--- src/hdl/u16u8_pkg.sv ---
// shared types, constants and the code point encoder for the utf-16 to utf-8 transcoder
// no dependencies; used by every module under hdl
`timescale 1ns / 1ps
`default_nettype none

package u16u8_pkg;

    localparam int COUNT_W          = 13;
    localparam int COUNT_FIELD_MAX  = 8191;
    localparam int MAX_STRING_BYTES_DEF = 4096;
    // at most six utf-8 bytes come out of one code unit, plus the terminator
    localparam int BURST_BYTES      = 6;
    localparam int BURST_W          = BURST_BYTES * 8;

    localparam logic [15:0] HI_SURR_FIRST = 16'hD800;
    localparam logic [15:0] HI_SURR_LAST  = 16'hDBFF;
    localparam logic [15:0] LO_SURR_FIRST = 16'hDC00;
    localparam logic [15:0] LO_SURR_LAST  = 16'hDFFF;
    localparam logic [20:0] SUPP_BASE     = 21'h10000;
    localparam logic [20:0] CP_LIMIT      = 21'h110000;
    localparam logic [20:0] TWO_BYTE_MIN  = 21'h80;
    localparam logic [20:0] THREE_BYTE_MIN = 21'h800;
    localparam logic [20:0] PRINT_MIN     = 21'h20;

    typedef struct packed {
        logic [7:0] first_byte;
        logic [7:0] second_byte;
        logic       last_unit;
    } in_item_t;

    typedef struct packed {
        logic [7:0]         out_byte;
        logic               run_last;
        logic               terminator;
        logic [COUNT_W-1:0] total_bytes;
    } out_item_t;

    // encoded code point: first byte in the low bits
    typedef struct packed {
        logic [31:0] bytes;
        logic [2:0]  len;
    } enc_t;

    // all results of one code unit, handed from the decoder to the sequencer
    typedef struct packed {
        logic [BURST_W-1:0] bytes;
        logic [2:0]         nbytes;
        logic               term;
        logic [COUNT_W-1:0] count;
    } burst_t;

    function automatic enc_t encode_point(input logic [20:0] cp);
        enc_t e;
        e.bytes = '0;
        e.len   = '0;
        if (cp < TWO_BYTE_MIN) begin
            if (cp >= PRINT_MIN) begin
                e.bytes[7:0] = cp[7:0];
                e.len        = 3'd1;
            end
        end else if (cp < THREE_BYTE_MIN) begin
            e.bytes[7:0]  = {3'b110, cp[10:6]};
            e.bytes[15:8] = {2'b10, cp[5:0]};
            e.len         = 3'd2;
        end else if (cp < SUPP_BASE) begin
            e.bytes[7:0]   = {4'b1110, cp[15:12]};
            e.bytes[15:8]  = {2'b10, cp[11:6]};
            e.bytes[23:16] = {2'b10, cp[5:0]};
            e.len          = 3'd3;
        end else if (cp < CP_LIMIT) begin
            e.bytes[7:0]   = {5'b11110, cp[20:18]};
            e.bytes[15:8]  = {2'b10, cp[17:12]};
            e.bytes[23:16] = {2'b10, cp[11:6]};
            e.bytes[31:24] = {2'b10, cp[5:0]};
            e.len          = 3'd4;
        end
        return e;
    endfunction

endpackage

`default_nettype wire

--- src/hdl/u16u8_in_stage.sv ---
// input register for code unit transactions
// depends on u16u8_pkg
`timescale 1ns / 1ps
`default_nettype none

module u16u8_in_stage (
    input  wire logic                 aclk,
    input  wire logic                 aresetn,
    input  wire logic                 s_valid,
    output logic                      s_ready,
    input  wire u16u8_pkg::in_item_t  s_data,
    output logic                      item_valid,
    output u16u8_pkg::in_item_t       item,
    input  wire logic                 item_take
);

    logic                valid_reg;
    logic                valid_next;
    u16u8_pkg::in_item_t item_reg;

    assign s_ready    = !valid_reg || item_take;
    assign item_valid = valid_reg;
    assign item       = item_reg;

    always_comb begin
        valid_next = valid_reg;
        if (s_valid && s_ready) begin
            valid_next = 1'b1;
        end else if (item_take) begin
            valid_next = 1'b0;
        end
    end

    always_ff @(posedge aclk) begin
        if (!aresetn) begin
            valid_reg <= 1'b0;
        end else begin
            valid_reg <= valid_next;
        end
    end

    always_ff @(posedge aclk) begin
        if (s_valid && s_ready) begin
            item_reg <= s_data;
        end
    end

endmodule

`default_nettype wire

--- src/hdl/u16u8_decode.sv ---
// code unit decoder: surrogate pairing, string state, byte count and mode register
// depends on u16u8_pkg
`timescale 1ns / 1ps
`default_nettype none

module u16u8_decode #(
    parameter int MAX_STRING_BYTES = u16u8_pkg::MAX_STRING_BYTES_DEF
) (
    input  wire logic                 aclk,
    input  wire logic                 aresetn,
    input  wire logic                 cfg_wr_en,
    input  wire logic                 cfg_wr_data,
    input  wire u16u8_pkg::in_item_t  item,
    input  wire logic                 item_take,
    output u16u8_pkg::burst_t         burst
);

    localparam logic [u16u8_pkg::COUNT_W-1:0] COUNT_LIMIT = u16u8_pkg::COUNT_W'(
        (MAX_STRING_BYTES < u16u8_pkg::COUNT_FIELD_MAX) ? MAX_STRING_BYTES
                                                         : u16u8_pkg::COUNT_FIELD_MAX);

    logic                          big_endian_reg;
    logic [9:0]                    held_reg;
    logic [9:0]                    held_next;
    logic                          held_valid_reg;
    logic                          held_valid_next;
    logic                          stopped_reg;
    logic                          stopped_next;
    logic [u16u8_pkg::COUNT_W-1:0] count_reg;
    logic [u16u8_pkg::COUNT_W-1:0] count_next;

    logic [15:0]                   unit;
    logic                          is_hi;
    logic                          is_lo;
    u16u8_pkg::enc_t               enc_a;
    u16u8_pkg::enc_t               enc_b;
    u16u8_pkg::enc_t               enc_c;
    logic                          use_a;
    logic                          use_b;
    logic                          use_c;
    logic [20:0]                   cp_a;
    logic [2:0]                    len_a;
    logic [2:0]                    len_b;
    logic [2:0]                    len_c;
    logic [2:0]                    nbytes;
    logic [u16u8_pkg::COUNT_W:0]   count_sum;
    logic [u16u8_pkg::COUNT_W-1:0] count_sat;

    assign unit  = big_endian_reg ? {item.first_byte, item.second_byte}
                                  : {item.second_byte, item.first_byte};
    assign is_hi = (unit >= u16u8_pkg::HI_SURR_FIRST) && (unit <= u16u8_pkg::HI_SURR_LAST);
    assign is_lo = (unit >= u16u8_pkg::LO_SURR_FIRST) && (unit <= u16u8_pkg::LO_SURR_LAST);

    // slot a: the held surrogate (paired or alone), slot b: this unit,
    // slot c: a high surrogate arriving on the last unit
    always_comb begin
        use_a           = 1'b0;
        use_b           = 1'b0;
        use_c           = 1'b0;
        cp_a            = u16u8_pkg::SUPP_BASE + {1'b0, held_reg, unit[9:0]};
        held_next       = held_reg;
        held_valid_next = held_valid_reg;
        stopped_next    = stopped_reg;
        if (!stopped_reg) begin
            if (held_valid_reg) begin
                use_a           = 1'b1;
                held_valid_next = 1'b0;
                held_next       = '0;
                if (!is_lo) begin
                    cp_a = {5'd0, u16u8_pkg::HI_SURR_FIRST | {6'd0, held_reg}};
                end
            end
            if (!(held_valid_reg && is_lo)) begin
                if (unit == '0) begin
                    stopped_next = 1'b1;
                end else if (is_hi) begin
                    held_next       = unit[9:0];
                    held_valid_next = 1'b1;
                end else begin
                    use_b = 1'b1;
                end
            end
        end
        if (item.last_unit) begin
            use_c           = held_valid_next;
            held_next       = '0;
            held_valid_next = 1'b0;
            stopped_next    = 1'b0;
        end
    end

    assign enc_a = u16u8_pkg::encode_point(cp_a);
    assign enc_b = u16u8_pkg::encode_point({5'd0, unit});
    assign enc_c = u16u8_pkg::encode_point({5'd0, unit});

    assign len_a  = use_a ? enc_a.len : 3'd0;
    assign len_b  = use_b ? enc_b.len : 3'd0;
    assign len_c  = use_c ? enc_c.len : 3'd0;
    assign nbytes = len_a + len_b + len_c;

    assign count_sum = {1'b0, count_reg} + {{(u16u8_pkg::COUNT_W - 2){1'b0}}, nbytes};
    assign count_sat = (count_sum > {1'b0, COUNT_LIMIT}) ? COUNT_LIMIT
                                                         : count_sum[u16u8_pkg::COUNT_W-1:0];

    always_comb begin
        burst.bytes  = '0;
        burst.nbytes = nbytes;
        burst.term   = item.last_unit;
        burst.count  = count_sat;
        if (use_a) begin
            burst.bytes = burst.bytes | u16u8_pkg::BURST_W'(enc_a.bytes);
        end
        if (use_b) begin
            burst.bytes = burst.bytes | (u16u8_pkg::BURST_W'(enc_b.bytes) << {len_a, 3'b000});
        end
        if (use_c) begin
            burst.bytes = burst.bytes | (u16u8_pkg::BURST_W'(enc_c.bytes) << {len_a, 3'b000});
        end
    end

    assign count_next = item.last_unit ? '0 : count_sat;

    always_ff @(posedge aclk) begin
        if (!aresetn) begin
            big_endian_reg <= 1'b0;
            held_reg       <= '0;
            held_valid_reg <= 1'b0;
            stopped_reg    <= 1'b0;
            count_reg      <= '0;
        end else begin
            if (cfg_wr_en) begin
                big_endian_reg <= cfg_wr_data;
            end
            if (item_take) begin
                held_reg       <= held_next;
                held_valid_reg <= held_valid_next;
                stopped_reg    <= stopped_next;
                count_reg      <= count_next;
            end
        end
    end

endmodule

`default_nettype wire

--- src/hdl/u16u8_out_seq.sv ---
// result register and byte sequencer: plays out one decoded burst, one byte per cycle while m_ready is high
// depends on u16u8_pkg
`timescale 1ns / 1ps
`default_nettype none

module u16u8_out_seq (
    input  wire logic                aclk,
    input  wire logic                aresetn,
    input  wire logic                item_valid,
    output logic                     item_take,
    input  wire u16u8_pkg::burst_t   burst,
    output logic                     m_valid,
    input  wire logic                m_ready,
    output u16u8_pkg::out_item_t     m_data
);

    u16u8_pkg::burst_t burst_reg;
    logic [2:0]        total_reg;
    logic [2:0]        total_next;
    logic [2:0]        idx_reg;
    logic [2:0]        idx_next;
    logic [2:0]        burst_total;
    logic              last_beat;
    logic              can_load;
    logic              is_term_beat;
    logic [u16u8_pkg::BURST_W-1:0] shifted;

    assign burst_total = burst.nbytes + {2'b00, burst.term};
    assign last_beat   = (idx_reg == total_reg - 3'd1);
    assign can_load    = (total_reg == '0) || (m_ready && last_beat);
    assign item_take   = item_valid && can_load;

    assign m_valid      = (total_reg != '0);
    assign is_term_beat = burst_reg.term && (idx_reg == burst_reg.nbytes);
    assign shifted      = burst_reg.bytes >> {idx_reg, 3'b000};

    always_comb begin
        m_data.out_byte    = is_term_beat ? 8'd0 : shifted[7:0];
        m_data.run_last    = last_beat;
        m_data.terminator  = is_term_beat;
        m_data.total_bytes = is_term_beat ? burst_reg.count : '0;
    end

    always_comb begin
        total_next = total_reg;
        idx_next   = idx_reg;
        if (item_take) begin
            total_next = burst_total;
            idx_next   = '0;
        end else if (m_valid && m_ready) begin
            if (last_beat) begin
                total_next = '0;
                idx_next   = '0;
            end else begin
                idx_next = idx_reg + 3'd1;
            end
        end
    end

    always_ff @(posedge aclk) begin
        if (!aresetn) begin
            total_reg <= '0;
            idx_reg   <= '0;
        end else begin
            total_reg <= total_next;
            idx_reg   <= idx_next;
        end
    end

    always_ff @(posedge aclk) begin
        if (item_take) begin
            burst_reg <= burst;
        end
    end

endmodule

`default_nettype wire

--- src/hdl/utf16_to_utf8_transcoder_core.sv ---
// UTF-16 to UTF-8 transcoder. Each input transaction carries one UTF-16 code
// unit as two bytes in stream order; cfg_wr_data written with cfg_wr_en picks
// the byte order (0: first byte is the low half, 1: first byte is the high
// half). The block emits one UTF-8 byte per output transaction, drops code
// points below 0x20, pairs a high surrogate with a following low surrogate
// (otherwise encodes it alone as three bytes), stops the string at a zero unit
// and, on the unit marked last_unit, sends a terminator transaction carrying
// the saturating byte count. run_last flags the final output of each input.
// Timing: a unit enters an input register, is decoded combinationally, and its
// results are played out by the byte sequencer at one per cycle while m_ready
// is high; a unit yields k results (0 to 7, typically 1 to 3). A waiting unit's
// burst is loaded as the last byte goes out. Between input acceptance and the
// first output lie the input register and the sequencer's burst register.
// depends on u16u8_pkg, u16u8_in_stage, u16u8_decode, u16u8_out_seq
`timescale 1ns / 1ps
`default_nettype none

module utf16_to_utf8_transcoder_core #(
    parameter int MAX_STRING_BYTES = u16u8_pkg::MAX_STRING_BYTES_DEF
) (
    input  wire logic                 aclk,
    input  wire logic                 aresetn,
    input  wire logic                 cfg_wr_en,
    input  wire logic                 cfg_wr_data,
    input  wire logic                 s_valid,
    output logic                      s_ready,
    input  wire u16u8_pkg::in_item_t  s_data,
    output logic                      m_valid,
    input  wire logic                 m_ready,
    output u16u8_pkg::out_item_t      m_data
);

    logic                item_valid;
    logic                item_take;
    u16u8_pkg::in_item_t item;
    u16u8_pkg::burst_t   burst;

    u16u8_in_stage u_in_stage (
        .aclk       (aclk),
        .aresetn    (aresetn),
        .s_valid    (s_valid),
        .s_ready    (s_ready),
        .s_data     (s_data),
        .item_valid (item_valid),
        .item       (item),
        .item_take  (item_take)
    );

    u16u8_decode #(
        .MAX_STRING_BYTES (MAX_STRING_BYTES)
    ) u_decode (
        .aclk        (aclk),
        .aresetn     (aresetn),
        .cfg_wr_en   (cfg_wr_en),
        .cfg_wr_data (cfg_wr_data),
        .item        (item),
        .item_take   (item_take),
        .burst       (burst)
    );

    u16u8_out_seq u_out_seq (
        .aclk       (aclk),
        .aresetn    (aresetn),
        .item_valid (item_valid),
        .item_take  (item_take),
        .burst      (burst),
        .m_valid    (m_valid),
        .m_ready    (m_ready),
        .m_data     (m_data)
    );

endmodule

`default_nettype wire
--- config.mk ---
export PLATFORM = sky130hd
export DESIGN_NAME = utf16_to_utf8_transcoder_core
export DESIGN_NICKNAME = d
export VERILOG_FILES = /design/src/hdl/u16u8_pkg.sv /design/src/hdl/u16u8_in_stage.sv /design/src/hdl/u16u8_decode.sv /design/src/hdl/u16u8_out_seq.sv /design/src/hdl/utf16_to_utf8_transcoder_core.sv
export SDC_FILE = /design/constraint.sdc
export NUM_CORES = 1
export LEC_CHECK = 0
export ABC_AREA = 1
export BUFFER_PORTS_ARGS = -buffer_cell sky130_fd_sc_hd__clkbuf_2
export CAP_MARGIN = 20
export CORE_ASPECT_RATIO = 0.6
export CORE_MARGIN = 3
export CORE_UTILIZATION = 32
export DETAILED_ROUTE_END_ITERATION = 8
export GPL_TIMING_DRIVEN = 1
export SETUP_SLACK_MARGIN = 0.1
export SYNTH_ARGS = -nofsm -noshare
export SYNTH_HDL_FRONTEND = slang
export SYNTH_SLANG_ARGS = --single-unit
export TNS_END_PERCENT = 10
--- constraint.sdc ---
create_clock -name aclk -period 4.52 [get_ports aclk]
set_input_delay 0.452 -clock aclk [delete_from_list [all_inputs] [get_ports aclk]]
set_output_delay 0.452 -clock aclk [all_outputs]
set_load 0.02 [all_outputs]
==> results.md <==
* Outcome: complete, but fails checks
* Failing checks: negative setup slack
* Final WL at 22900 um
* Area occupied by multi-input gates at 0.00365 sq mm
* Hold Crit Class: in2reg
* Storage element area at 0.00313 sq mm
* IO Pins at 48
* Crit end category: register
* Final core utilization at 0.452
* Global route overflow at 0
* Detailed Routing Iterations Pass 1 at 6
* Post-synth top area share at 0.346
* Unique masters post-synth at 53
* Die height at between 100 and 150 um
* Depth of the worst hold-timing path at 1
* Clk pin slew, worst setup/hold paths at 0.06 ns
* Crit path max fanout at 7
* Count leader, synth: nand2_1
* Total track usage at 0.193
* CP Launch Type: register
* Power density cells at 318 mW/mm^2
* Clock Sinks at 115
* Vias per cell at roughly 5
* Initial Util at 0.332
* Critical Path RT at 4.88 ns
* Cell family with most CP delay: buffers and inverters
* Gpl congestion at 0.974
* Reg-to-reg slack, setup at -0.29 ns
* Fill cells at 2079
* I/O Buffers at 47
* Post-DRT Antenna Nets at 0
* Maximum vdd drop at approximately 0.25 mV
* Clk_lat worst skew at 0.42 ns
* Vias at 6980
* DP Wirelength at 16800 um
* Vias in the first global route at 6378
* Total clock buffers created by CTS at 17
* Clock buffer depth at 2
* Slew margin rel. at 0.299
* Register bit total from synthesis at 115
* Post-route minimum period at just under 5 ns
* Setup CP Type: reg2reg
* FF-to-FF path depth at 38
* Peak Freq at 208 MHz
* Min setup slack post-route at -0.293 ns
* Clk root buf: clkbuf_16
* Ys async rst share at 0
* Number of synthesized flops with an enable pin at 82
* Ys flop type: edfxtp_1
* Area delta synth->final at 36.1%
* DRC at 0
* R2r endpoint: u_out_seq.total_reg[2]
* Seq/Total Area, Yosys at 0.439
* Crit-path most repeated cell: buf_4
* CTS tree: built
* Pins over their slew limit at 0
* Max reg flops at 65
* First-pass GRT wire length at 35700 um
* Nets at 1138
* Reg-to-Reg Start: u_decode.big_endian_reg
* Die ar. at 0.0241 sq mm
* Endpoints failing setup at 25
* DR WL/cell at 16.4 um
* Largest net degree at the start of global routing at 69
* Yosys top cell by area: edfxtp_1
* Share of cells above drive strength 1 at 0.317
* Initial DRC Count at 771
* Hold Path End: u_in_stage.item[14]
* Area of the core at 0.0214 sq mm
* H-tree depth reported by CTS at 4
* Synth Warn # at 0
* Synth Cell Area at between 0.007 and 0.008 sq mm
* Hold Vio Cnt, Final at 0
* WP data arrival at 5.17 ns
* Avg Inst Size Synth at about 7.9 sq um
* Setup Skew at approximately 0.012 ns
* Max-Cap Viols at 0
* Synth Instances at 903
* CP max stage cell: fa_1
* ANT cells at 0
* RSZ-0062 raised after global routing: yes
* Total leakage power at 0.00427 uW
* Initial antenna violation count at 0
* Hold path startpoint: s_data[14]
* Final Cycle Share at 1.06
* Finished Cell Area at slightly below 0.01 sq mm
* DIE WIDTH at 199 um
* Row cnt at 41
* Post-synth top cells: 181 x nand2_1, 110 x nor2_1, 104 x inv_1, 82 x edfxtp_1, 52 x nand3_1
* Buf+Inv Stages, Crit Path at 18
* Largest cells by area after synthesis: edfxtp_1 35%, nand2_1 9.5%, dfxtp_1 9.3%
* Slew @ Worst Pin at about 1.0 ns
* Placed instance area at 0.00854 sq mm
* Delay of the slowest cell on the worst path at 0.53 ns
## how the worst max path moves through the flow
| stage | from | to | slack (ns) | cells past startpoint |
|---|---|---|---|---|
| CTS | u_decode.big_endian_reg | u_decode.count_reg[9] | -0.16 | 33 |
| floorplan | u_decode.big_endian_reg | u_out_seq.burst_reg[0] | -0.11 | 33 |
| global route | u_decode.big_endian_reg | u_decode.count_reg[7] | -0.57 | 34 |
| detailed placement | u_decode.big_endian_reg | u_out_seq.burst_reg[1] | -0.26 | 33 |
| finish | u_decode.big_endian_reg | u_out_seq.total_reg[2] | -0.29 | 38 |
| global placement | u_decode.big_endian_reg | u_out_seq.burst_reg[0] | -0.18 | 29 |
## per-layer routing
layer | share of wire | vias up | GRT usage
met1 | 0.52 | 3256 | 0.317
met2 | 0.38 | 297 | 0.242
met3 | 0.098 | 12 | 0.0564
li1 | - | 3415 | -
met4 | 0.0044 | 0 | 0.0333
met5 | 0 | - | 0
## stage by stage
| step | total power, uW | hold WS (ns) | instances | setup TNS (ns) | setup WS (ns) |
|---|---|---|---|---|---|
| 2_1_floorplan | 1500 | 0.433 | 906 | -0.948 | -0.105 |
| 3_3_place_gp | 1680 | 0.449 | 1323 | -2.92 | -0.183 |
| 5_1_grt | 3210 | 0.190 | 1394 | -12.51 | -0.566 |
| 3_5_place_dp | 1680 | 0.457 | 1323 | -5.06 | -0.264 |
| 6_report | 3080 | 0.209 | 1394 | -5.47 | -0.293 |
| 4_1_cts | 3080 | 0.190 | 1387 | -2.41 | -0.157 |
## layout make-up
cell class,instances,share of cell area
multi-input cells,636,0.377
inverters,124,0.0498
repair buffers,208,0.153
flip-flops and latches,115,0.323
clock inverters,15,0.0178
well taps,279,0.0360
clock buffers,17,0.0439
## report_power, final
part | leakage, uW | internal (uW) | switching (uW)
clock | 0.000289 | 827 | 548
sequential | 0.00104 | 1200 | 23.8
combinational | 0.00294 | 173 | 308
## timing repair
action / 4_1_cts / 5_1_grt
gates cloned: 1 / 0
pin swaps: 25 / 33
endpoints found under the setup margin: 26 / 27
setup buffers: 31 / 7
gates resized for setup: 36 / 35
hold buffers: 0 / 0
## cell families after synthesis
logic type,count (synthesis),share of synthesized area
AND/OR/NAND/NOR,433,0.284
AO/OA/AOI/OAI,171,0.141
buffers and inverters,155,0.0912
flip-flops,115,0.439
XOR/XNOR,15,0.0184
adder cells (fa/ha/maj),13,0.0260
other,1,0.000527
## placed cells by master, fill, tap and decap left out, types with 7 or more instances in the layout
master / synthesis / routed
nand2_1: 181 / 166
buf_4: 4 / 152
nor2_1: 110 / 105
inv_1: 104 / 101
edfxtp_1: 82 / 82
o21ai_0: 51 / 50
clkbuf_2: 0 / 47
nand3_1: 52 / 46
a21oi_1: 45 / 43
dfxtp_1: 33 / 31
nor3_1: 25 / 20
o21ai_1: 20 / 18
nand2_2: 14 / 17
clkbuf_16: 0 / 17
nand2_4: 5 / 16
inv_2: 15 / 15
o211ai_1: 14 / 14
o22ai_1: 10 / 10
nor2_4: 4 / 9
o21ai_2: 8 / 9
xor2_1: 11 / 8
nand4_1: 8 / 8
nor3b_1: 8 / 8
nand3_2: 1 / 7
ha_1: 10 / 7
buf_6: 5 / 7
(Power assumes the default switching activity.)
